<file path="src/rtl/tspd_pkg.sv">
`default_nettype none

package tspd_pkg;

    // Packet geometry defaults
    localparam int PACKET_BYTES_DEF = 164;
    localparam int ROWS_DEF         = 60;
    localparam int COLUMNS_DEF      = 80;

    // Header and pixel layout
    localparam logic [3:0] DISCARD_NIBBLE   = 4'hF;
    localparam int         FIRST_PIXEL_POS  = 5;
    localparam int         ROW_POS          = 1;

    // Field widths fixed by the stream format
    localparam int BYTE_W   = 8;
    localparam int COLUMN_W = 7;
    localparam int LIMIT_W  = 16;

    localparam logic [LIMIT_W-1:0] MISS_LIMIT_RESET = 16'd1000;
    localparam logic [LIMIT_W-1:0] MISS_COUNT_MAX   = 16'hFFFF;

    // One result beat
    typedef struct packed {
        logic                pixel_valid;
        logic [BYTE_W-1:0]   row_number;
        logic [COLUMN_W-1:0] column;
        logic [BYTE_W-1:0]   pixel;
        logic                packet_end;
        logic                packet_discarded;
        logic                frame_done;
        logic                gave_up;
    } result_t;

endpackage

`default_nettype wire

</file>
<file path="src/rtl/thermal_spi_packet_deframer.sv">
`default_nettype none
// Channel   Handshake              Beat contents
// in        in_valid / in_stall    rx_byte, packet_start
// out       out_valid / out_stall  pixel_valid .. gave_up (one result)
// cfg       cfg_valid / cfg_ready  cfg_data = miss_limit
//
// One byte is taken per clock while in_stall is low; each byte passes the input
// register, then is decoded into a two-entry output queue whose head shows on out.
// Bytes that end no packet and carry no pixel produce no result beat.
// Reset clears the packet position, row, discard flag and miss count, and sets
// miss_limit to 1000. cfg_ready is always high.
// in_stall rises only when the output queue plus the byte in flight would fill
// it; a stall on out backs up into in after one buffered result.

module thermal_spi_packet_deframer
    import tspd_pkg::*;
#(
    parameter int PACKET_BYTES = PACKET_BYTES_DEF,
    parameter int ROWS         = ROWS_DEF,
    parameter int COLUMNS      = COLUMNS_DEF
)
(
    input  wire logic                clk,
    input  wire logic                rst_n,
    // input bytes
    input  wire logic                in_valid,
    output      logic                in_stall,
    input  wire logic [BYTE_W-1:0]   rx_byte,
    input  wire logic                packet_start,
    // results
    output      logic                out_valid,
    input  wire logic                out_stall,
    output      logic                pixel_valid,
    output      logic [BYTE_W-1:0]   row_number,
    output      logic [COLUMN_W-1:0] column,
    output      logic [BYTE_W-1:0]   pixel,
    output      logic                packet_end,
    output      logic                packet_discarded,
    output      logic                frame_done,
    output      logic                gave_up,
    // configuration
    input  wire logic                cfg_valid,
    output      logic                cfg_ready,
    input  wire logic [LIMIT_W-1:0]  cfg_data
);

    logic               in_vld_reg;
    logic [BYTE_W-1:0]  in_byte_reg;
    logic               in_start_reg;
    logic [LIMIT_W-1:0] limit_reg;

    logic       res_valid;
    result_t    res;
    result_t    head;
    logic       pop;
    logic [1:0] q_count;
    logic [2:0] occupancy;
    logic       in_accept;

    assign cfg_ready = 1'b1;
    assign pop       = out_valid && !out_stall;

    // Space check: queue entries plus byte in flight, less the one leaving
    assign occupancy = {1'b0, q_count} + {2'b0, in_vld_reg} - {2'b0, pop};
    assign in_stall  = (occupancy >= 3'd2);
    assign in_accept = in_valid && !in_stall;

    // Input register
    always_ff @(posedge clk or negedge rst_n)
    begin
        if (!rst_n)
        begin
            in_vld_reg <= 1'b0;
        end
        else
        begin
            in_vld_reg <= in_accept;
        end
    end

    always_ff @(posedge clk)
    begin
        if (in_accept)
        begin
            in_byte_reg  <= rx_byte;
            in_start_reg <= packet_start;
        end
    end

    // Miss limit register
    always_ff @(posedge clk or negedge rst_n)
    begin
        if (!rst_n)
        begin
            limit_reg <= MISS_LIMIT_RESET;
        end
        else if (cfg_valid && cfg_ready)
        begin
            limit_reg <= cfg_data;
        end
    end

    tspd_core #(
        .PACKET_BYTES (PACKET_BYTES),
        .ROWS         (ROWS),
        .COLUMNS      (COLUMNS)
    ) u_core (
        .clk        (clk),
        .rst_n      (rst_n),
        .item_valid (in_vld_reg),
        .item_byte  (in_byte_reg),
        .item_start (in_start_reg),
        .miss_limit (limit_reg),
        .res_valid  (res_valid),
        .res        (res)
    );

    tspd_out_queue u_out_queue (
        .clk        (clk),
        .rst_n      (rst_n),
        .push       (res_valid),
        .push_data  (res),
        .pop        (pop),
        .head_valid (out_valid),
        .head       (head),
        .count      (q_count)
    );

    assign pixel_valid      = head.pixel_valid;
    assign row_number       = head.row_number;
    assign column           = head.column;
    assign pixel            = head.pixel;
    assign packet_end       = head.packet_end;
    assign packet_discarded = head.packet_discarded;
    assign frame_done       = head.frame_done;
    assign gave_up          = head.gave_up;

    // Checks
    a_no_overflow: assert property (@(posedge clk) disable iff (!rst_n)
        !(res_valid && (q_count == 2'd2) && !pop))
        else $error("result queue overflow");

    a_occupancy: assert property (@(posedge clk) disable iff (!rst_n)
        ({1'b0, q_count} + {2'b0, in_vld_reg}) <= 3'd2)
        else $error("queue plus byte in flight exceeds capacity");

    a_end_flags: assert property (@(posedge clk) disable iff (!rst_n)
        out_valid && (frame_done || gave_up || packet_discarded) |->
            packet_end && !(frame_done && (gave_up || packet_discarded)))
        else $error("end report flags inconsistent");

endmodule

`default_nettype wire

</file>
<file path="src/rtl/tspd_core.sv">
`default_nettype none

module tspd_core
    import tspd_pkg::*;
#(
    parameter int PACKET_BYTES = PACKET_BYTES_DEF,
    parameter int ROWS         = ROWS_DEF,
    parameter int COLUMNS      = COLUMNS_DEF
)
(
    input  wire logic               clk,
    input  wire logic               rst_n,
    input  wire logic               item_valid,
    input  wire logic [BYTE_W-1:0]  item_byte,
    input  wire logic               item_start,
    input  wire logic [LIMIT_W-1:0] miss_limit,
    output      logic               res_valid,
    output      result_t            res
);

    localparam int POS_W = (PACKET_BYTES > 1) ? $clog2(PACKET_BYTES) : 1;
    localparam logic [POS_W-1:0] LAST_POS = POS_W'(PACKET_BYTES - 1);
    localparam logic [BYTE_W-1:0] ROWS_B     = BYTE_W'(ROWS);
    localparam logic [BYTE_W-1:0] LAST_ROW_B = BYTE_W'(ROWS - 1);
    localparam logic [8:0] COLUMNS_9 = 9'(COLUMNS);
    localparam logic [8:0] FIRST_PIX_9 = 9'(FIRST_PIXEL_POS);

    logic [POS_W-1:0]   pos_reg, pos_next;
    logic               disc_reg, disc_next;
    logic [BYTE_W-1:0]  row_reg, row_next;
    logic [LIMIT_W-1:0] miss_reg, miss_next;

    logic [POS_W-1:0] pos;
    logic [8:0]       pos9;
    logic [8:0]       col9;
    logic             pix, last, done, gave;

    // Per-byte decode
    always_comb
    begin
        pos  = item_start ? '0 : pos_reg;
        pos9 = 9'(pos);
        col9 = (pos9 - FIRST_PIX_9) >> 1;

        disc_next = disc_reg;
        row_next  = row_reg;
        if (pos == '0)
        begin
            disc_next = (item_byte[3:0] == DISCARD_NIBBLE);
        end
        else if (pos9 == 9'(ROW_POS))
        begin
            row_next = item_byte;
        end

        // odd positions from the first pixel on carry pixel low bytes
        pix = (pos9 >= FIRST_PIX_9) && pos9[0] && !disc_next &&
              (row_next < ROWS_B) && (col9 < COLUMNS_9);

        last = (pos >= LAST_POS);
        done = last && !disc_next && (row_next == LAST_ROW_B);
        gave = 1'b0;

        miss_next = miss_reg;
        pos_next  = pos + 1'b1;
        if (last)
        begin
            pos_next = '0;
            if (done)
            begin
                miss_next = '0;
            end
            else if (miss_reg > miss_limit)
            begin
                gave      = 1'b1;
                miss_next = '0;
            end
            else if (miss_reg != MISS_COUNT_MAX)
            begin
                miss_next = miss_reg + 1'b1;
            end
        end

        res_valid            = item_valid && (pix || last);
        res.pixel_valid      = pix;
        res.row_number       = row_next;
        res.column           = pix ? col9[COLUMN_W-1:0] : '0;
        res.pixel            = pix ? item_byte : '0;
        res.packet_end       = last;
        res.packet_discarded = last && disc_next;
        res.frame_done       = done;
        res.gave_up          = gave;
    end

    // Packet state
    always_ff @(posedge clk or negedge rst_n)
    begin
        if (!rst_n)
        begin
            pos_reg  <= '0;
            disc_reg <= 1'b0;
            row_reg  <= '0;
            miss_reg <= '0;
        end
        else if (item_valid)
        begin
            pos_reg  <= pos_next;
            disc_reg <= disc_next;
            row_reg  <= row_next;
            miss_reg <= miss_next;
        end
    end

endmodule

`default_nettype wire

</file>
<file path="src/rtl/tspd_out_queue.sv">
`default_nettype none

module tspd_out_queue
    import tspd_pkg::*;
(
    input  wire logic    clk,
    input  wire logic    rst_n,
    input  wire logic    push,
    input  wire result_t push_data,
    input  wire logic    pop,
    output      logic    head_valid,
    output      result_t head,
    output      logic [1:0] count
);

    result_t    entry_reg [2];
    logic       wr_ptr_reg, rd_ptr_reg;
    logic [1:0] count_reg, count_next;

    assign head_valid = (count_reg != 2'd0);
    assign head       = entry_reg[rd_ptr_reg];
    assign count      = count_reg;

    always_comb
    begin
        count_next = count_reg + {1'b0, push} - {1'b0, pop};
    end

    // Pointers and fill level
    always_ff @(posedge clk or negedge rst_n)
    begin
        if (!rst_n)
        begin
            wr_ptr_reg <= 1'b0;
            rd_ptr_reg <= 1'b0;
            count_reg  <= 2'd0;
        end
        else
        begin
            if (push)
            begin
                wr_ptr_reg <= ~wr_ptr_reg;
            end
            if (pop)
            begin
                rd_ptr_reg <= ~rd_ptr_reg;
            end
            count_reg <= count_next;
        end
    end

    // Entry storage
    always_ff @(posedge clk)
    begin
        if (push)
        begin
            entry_reg[wr_ptr_reg] <= push_data;
        end
    end

endmodule

`default_nettype wire
</file>
<file path="config.mk">
export PLATFORM = sky130hd
export DESIGN_NAME = thermal_spi_packet_deframer
export DESIGN_NICKNAME = d
export VERILOG_FILES = /design/src/rtl/tspd_pkg.sv /design/src/rtl/thermal_spi_packet_deframer.sv /design/src/rtl/tspd_core.sv /design/src/rtl/tspd_out_queue.sv
export SDC_FILE = /design/constraint.sdc
export NUM_CORES = 1
export LEC_CHECK = 0
export BUFFER_PORTS_ARGS = -buffer_cell sky130_fd_sc_hd__buf_2
export CAP_MARGIN = 20
export CORE_AREA = 2 2 120 122
export CTS_BUF_LIST = sky130_fd_sc_hd__clkbuf_8
export CTS_CLUSTER_SIZE = 20
export DETAILED_ROUTE_END_ITERATION = 10
export DIE_AREA = 0 0 122 124
export GPL_ROUTABILITY_DRIVEN = 0
export HOLD_SLACK_MARGIN = 0.02
export PLACE_DENSITY = 0.74
export SYNTH_ARGS = -nofsm -noshare
export SYNTH_HDL_FRONTEND = slang
export SYNTH_SLANG_ARGS = --single-unit
</file>
<file path="constraint.sdc">
create_clock -name clk -period 3.8 [get_ports clk]
set_clock_uncertainty 0.1 [all_clocks]
set_input_delay 0.76 -clock clk [delete_from_list [all_inputs] [get_ports clk]]
set_output_delay 0.76 -clock clk [all_outputs]
set_load 0.01 [all_outputs]
</file>
---- Yosys cells after proc, flatten, opt, wreduce, memory -nomap -nowiden ----
Memories as Yosys holds them, arrays and structs flattened.
Index checks and enable logic that the tools add are counted.
word-level totals
  bits in registers ....................... 63
  memory bits (writable) .................. 56
  input port bits ......................... 30
  output and inout port bits .............. 31
  word-level logic and storage cells ...... 64
  memories kept ........................... 1
cells by class
  add/sub/neg operators ................... 7
  $lt $le $gt $ge ......................... 6
  eq/ne operators ......................... 4
  mux-type cells .......................... 15
  bitwise gates (word level) .............. 2
  reductions and logical operators ........ 18
memories
  memory                 depth  width  rd ports  clocked after Yosys merged registers in  wr ports  RTL line              RTL
  u_out_queue.entry_reg  2      28     1         0                                        1         tspd_out_queue.sv:16  result_t entry_reg [2];
operators by type and width
  cell                                                         count
  two-way mux 16 bit                                           3
  two-way mux 8 bit                                            5
  adder 16 x 1 -> 16 bit (second input constant)               1
  greater-than comparator 16 bit                               1
  inequality test 16 bit (second input constant)               1
  logical AND 1 bit                                            10
  subtractor 8 x 3 -> 9 bit (second input constant)            1
  adder 8 x 1 -> 8 bit (second input constant)                 1
  equality test 8 x 1 -> 1 bit (second input constant)         1
  equality test 8 x 6 -> 1 bit (second input constant)         1
  >= comparator 8 x 3 -> 1 bit (second input constant)         1
  >= comparator 8 bit (second input constant)                  1
  logical NOT 8 bit                                            1
  less-than comparator 8 x 6 -> 1 bit (second input constant)  1
  less-than comparator 8 x 7 -> 1 bit (second input constant)  1
  two-way mux 7 bit                                            1
  two-way mux 1 bit                                            6
  equality test 4 bit (second input constant)                  1
  adder 2 x 1 -> 3 bit                                         1
  >= comparator 3 x 2 -> 1 bit (second input constant)         1
  logical NOT 1 bit                                            3
  AND reduction 3 bit                                          1
  nonzero test 3 bit                                           1
  subtractor 3 x 1 -> 3 bit                                    1
  other kinds (5)                                              6

---- Depth between registers and ports, before layout ----
  depth after elaboration ................. 11
  mapped depth ............................ 17
  mapped depth without buffers ............ 14

---- Hierarchy ----
A second synthesis with hierarchy kept.
unflattened totals
  cell total of the unflattened synthesis .. 477
  area, all modules ....................... 6029.5 µm²
modules (own cells, without submodules)
  module                       instances  cells each  area an instance (µm²)  sequential area each (µm²)
  tspd_core                    1          322         2737.6                  825.8
  tspd_out_queue               1          101         2260.9                  1781.7
  thermal_spi_packet_deframer  1          54          1031.0                  703.2

---- Worst setup path before layout ----
No wires, ideal clock.
  path kind ............................... register to register
  from .................................... register in_start_reg
  to ...................................... memory u_out_queue.entry_reg[1][0] (netlist name) (enable)
  library setup time ...................... 0.413 ns
  arrival time ............................ 3.471 ns
  required time ........................... 3.287 ns
  path slack .............................. -0.184 ns
  cell stages (with the launch flop) ...... 12
  buffers on the path ..................... 3
  clock period less this slack ............ 3.984 ns
  path through ............................ edfxtp_1 clkbuf_1 clkbuf_1 nand2b_1 ha_1 nor2b_1 nor4_1 nand4b_1 a21oi_1 clkbuf_1 a21oi_1 nor2_1
on the way
  word-level cells in the longest chain between the ends .. 11
  elaborated cells between the ends (all ways) .. 20
  those cells by class .................... 1 x add/sub; 4 x order compare; 1 x eq/ne; 6 x mux; 8 x reduce/logical
RTL lines
  item                                                               RTL line                           RTL
  from (decl)                                                        thermal_spi_packet_deframer.sv:49  logic in_start_reg;
  from (signal assigned)                                             thermal_spi_packet_deframer.sv:86  in_start_reg <= packet_start;
  two-way mux 8 bit *                                                tspd_core.sv:41                    pos = item_start ? '0 : pos_reg;
  branches (longest 6 deep; another with subtractor 8 x 3 -> 9 bit)  --
  logical OR 1 bit *                                                 tspd_core.sv:84                    res_valid = item_valid && (pix || last);
  logical AND 1 bit *                                                tspd_core.sv:84
  two-way mux 1 bit *                                                tspd_out_queue.sv:55               if (push)
  two-way mux 1 bit (implied by the code) *                          tspd_out_queue.sv:57               entry_reg[wr_ptr_reg] <= push_data;
  to (decl)                                                          tspd_out_queue.sv:16
Every way passes the cells marked *.

---- Final worst setup path ----
  from .................................... register u_out_queue.count_reg[1], in the netlist u_out_queue.count[1]
  to ...................................... output in_stall
on the way
  word-level cells in the longest chain between the ends .. 4
  elaborated cells between the ends (all ways) .. 5
  those cells by class .................... 2 x add/sub; 1 x order compare; 2 x reduce/logical
RTL lines
  item                          RTL line                           RTL
  from (decl)                   tspd_out_queue.sv:18               logic [1:0] count_reg, count_next;
  from (signal assigned)        tspd_out_queue.sv:48               count_reg <= count_next;
  nonzero test 2 bit            tspd_out_queue.sv:20               assign head_valid = (count_reg != 2'd0);
  logical AND 1 bit             thermal_spi_packet_deframer.sv:61  assign pop = out_valid && !out_stall;
  named net pop                 thermal_spi_packet_deframer.sv:55  logic pop;
  subtractor 3 x 1 -> 3 bit     thermal_spi_packet_deframer.sv:64  assign occupancy = {1'b0, q_count} + {2'b0, in_vld_reg} - {2'b0, pop};
  >= comparator 3 x 2 -> 1 bit  thermal_spi_packet_deframer.sv:65  assign in_stall = (occupancy >= 3'd2);
  to (decl)                     thermal_spi_packet_deframer.sv:27  output logic in_stall,
The timed path passes the listed nets, and every way through them passes these cells.

==> flow_summary_export.csv <==
group,metric,value,unit
synthesis,synthFlopType,"edfxtp_1",
critical_path,slowest_delay,0.44,ns
sta,setup_viol,0,
synthesis,synth_mux_area_share,7.804,%
finish,drive_gt1_share,27.97,%
pwr,p_sw_share,30.72,%
finish,utilization,49.91,%
synthesis,synth_top_area_share,32.81,%
clocking,holdBufCountCts,0,
synthesis,synth-compound-area-share,10.94,%
clocking,clk_latency,0.44,ns
global_routing,antenna_found_initial,0,
synthesis,ys_top_cells_by_area,"edfxtp_1 (33%), dfrtp_1 (20%), mux2_2 (7.4%), ha_1 (4.6%), nand2_1 (3.0%)",
finish,largest_reg_flops,56,
sta,rsz0062_at_grt,"no",
synthesis,synth.avg_cell_area,11.59,sq um
synthesis,ys_types,68,
placed_design,placed_cell_area,6431,sq um
run_status,status,"finished clean",
synthesis,ys_ff_latch,119,
synthesis,synth_top_area_cell,"edfxtp_1",
critical_path,critPathMaxFanout,4,
clocking,cts_sinks,119,
sta,worstMarginPinSlew,0.8605,ns
global_routing,grt_pass1_wl,19880,um
clocking,cts_buffers,17,
synthesis,synthSimpleGateAreaFrac,15.10,%
finish,design_area,6848,sq um
sta,hold_slack,0.1662,ns
finish,n_fill_cell,1194,
floorplan,start_util,43.36,%
pwr,combinationalPowerShare,28.2,%
synthesis,syn-cell-area,5948,sq um
clocking,cts_setup_buffers,0,
floorplan,ios,61,
placed_design,portBuffers,59,
synthesis,synth_edf_count,65,
placed_design,dp_hpwl,8475,um
route,wl_per_cell,15.42,um
finish,areaGrowthSynthToFinish,15.12,%
route,antenna_left,0,
global_routing,grt_max_degree,38,
clocking,ctsRootBufferMaster,"clkbuf_8",
finish,n_antenna_cell,0,
pwr,leakage,2.725,nW
pwr,internal-power,0.002758,W
sta,fmax,286.8,MHz
flow_run,cap_violations,0,
floorplan,die_x,122,um
sta,layout_worst_path_cycle_share,91.77,%
synthesis,syn_nets,566,
sta,slew_headroom,42.51,%
clocking,cts_tree,"built",
critical_path,cp_slowest_cell,"dfrtp_1",
floorplan,dieArea,15130,sq um
synthesis,ys_seq_area_share,55.66,%
pwr,p_per_area,581.3,nW/um^2
sta,setup_tns,0,ns
synthesis,synthArstFlopShare,45.38,%
route,drc,0,
clocking,clk_path_buf_depth,2,
clocking,htreeDepth,4,
synthesis,synth_xor_area_share,1.620,%
route,first_iter_violations,315,
route,dr.pass1.iters,4,
hold_path,min-delay-path-class,"input port to async pin",
clocking,cts_resized,0,
synthesis,yosysWarnings,0,
critical_path,cp_cell_sequence,"or2_2 -> nor2b_1 -> ha_1 -> nand2b_1 -> fa_1 -> xnor2_1 -> nand2_1 -> buf_2",
synthesis,synthAdderAreaFrac,4.964,%
route,vias,4101,
clocking,path_clk_slew,0.07,ns
critical_path,startpoint_type,"register",
global_routing,grt_pass1_vias,4194,
pwr,seqPwrFrac,41.5,%
floorplan,core_area,13720,sq um
route,wl,11880,um
critical_path,cp_data_arrival_time,2.63,ns
pwr,netSwitchingPower,0.001223,W
floorplan,row_count,43,
global_routing,grt_usage,17.21,%
critical_path,worst_setup_path_end_kind,"primary output",
critical_path,critPathKind,"register to primary output",
global_routing,grt_overflow,0,
synthesis,synth_top_family_by_area,"simple AND/OR/NAND/NOR gates",
critical_path,cp_data_required_time,2.94,ns
sta,hold_viol_final,0,
synthesis,synth_common_cells,"edfxtp_1 (65), dfrtp_1 (48), nand2_1 (48)",
critical_path,rrSetupSlack,0.37,ns
route,viasPerCell,5.326,
finish,nets,631,
pwr,power.clock.fraction,30.3,%
synthesis,yosysMostFrequentCell,"edfxtp_1",
synthesis,postSynthCellCount,513,
floorplan,fp.dieH,124,um
sta,post-route-min-period,3.487,ns
pwr,total_power,0.003981,W
pwr,peakVddDrop,0.2983,mV
sta,drv_slew,0,
==> cell type report <==
type                    count  area [sq um]  share of cell area (%)
multi-input cells         343          2414                   35.25
repair buffers             70         377.9                   5.518
well taps                 180         225.2                   3.289
flip-flops and latches    119          3311                   48.35
clock inverters            14         182.7                   2.668
clock buffers              17         234.0                   3.417
inverters                  27         103.9                   1.517
==> routing by layer <==
metal	routed length, um	global-route usage (%)
met5	0	0
met3	575	5.540
met2	6130	29.57
met1	5087	20.60
met4	84	5.460
==> critical path, delay by kind of cell (launching register included) <==
family        cells  cell delay [ns]
simple gates      4             0.72
fa+ha+maj         2             0.68
flops             1             0.44
xor+xnor          1             0.20
buf+inv           1             0.15
==> power by group through the flow <==
stage | Sequential, W | Clock, W | Combinational, W
2_1_floorplan | 0.00162 | 0 | 0.000832
3_3_place_gp | 0.00167 | 0 | 0.00109
3_5_place_dp | 0.00168 | 0 | 0.00113
4_1_cts | 0.00165 | 0.00123 | 0.00114
5_1_grt | 0.00167 | 0.00129 | 0.00125
6_report | 0.00165 | 0.00120 | 0.00112
==> cells by family (layout without fill, tap and decap cells) <==
family                   after synthesis  after routing
AND/OR/NAND/NOR                      175            175
buffers and inverters                 51            128
adder cells (fa/ha/maj)               23             23
other                                  1              1
flip-flops                           119            119
multiplexers                          41             41
XOR/XNOR                              11             11
AO/OA/AOI/OAI                         92             92
==> final timing paths <==
check,startpoint,endpoint,depth (start not counted)
max,u_out_queue.count[1],in_stall,8
min,rst_n,u_core.row_reg[6],1
max reg2reg,u_core.pos_reg[0],u_out_queue.count[1],14
min reg2reg,limit_reg[6],limit_reg[6],2
max in group asynchronous,rst_n,limit_reg[7],2
min in group clk,rx_byte[2],in_byte_reg[2],1
==> placed cells by master, fill, tap and decap left out, types with 5 or more instances in the layout <==
cell,instances
a21oi_1,15
and2_1,5
and3_1,15
buf_2,59
buf_4,11
clkbuf_8,17
dfrtp_1,48
dfstp_2,6
edfxtp_1,65
ha_1,22
inv_1,26
mux2_2,39
nand2_1,48
nand2b_1,5
nand3_1,10
nand4_1,10
nor2_1,42
nor2b_1,5
nor3_1,9
nor4_1,5
o21a_1,6
o21ai_0,35
xnor2_1,8
==> stage by stage <==
stage               setup slack, ns  instances
finish                       0.3127        770
global route                 0.1128        770
CTS                          0.2760        770
detailed placement           0.3795        739
global placement             0.5853        739
floorplan                   -0.1839        513
No activity file was read; power rests on OpenSTA's default activity.
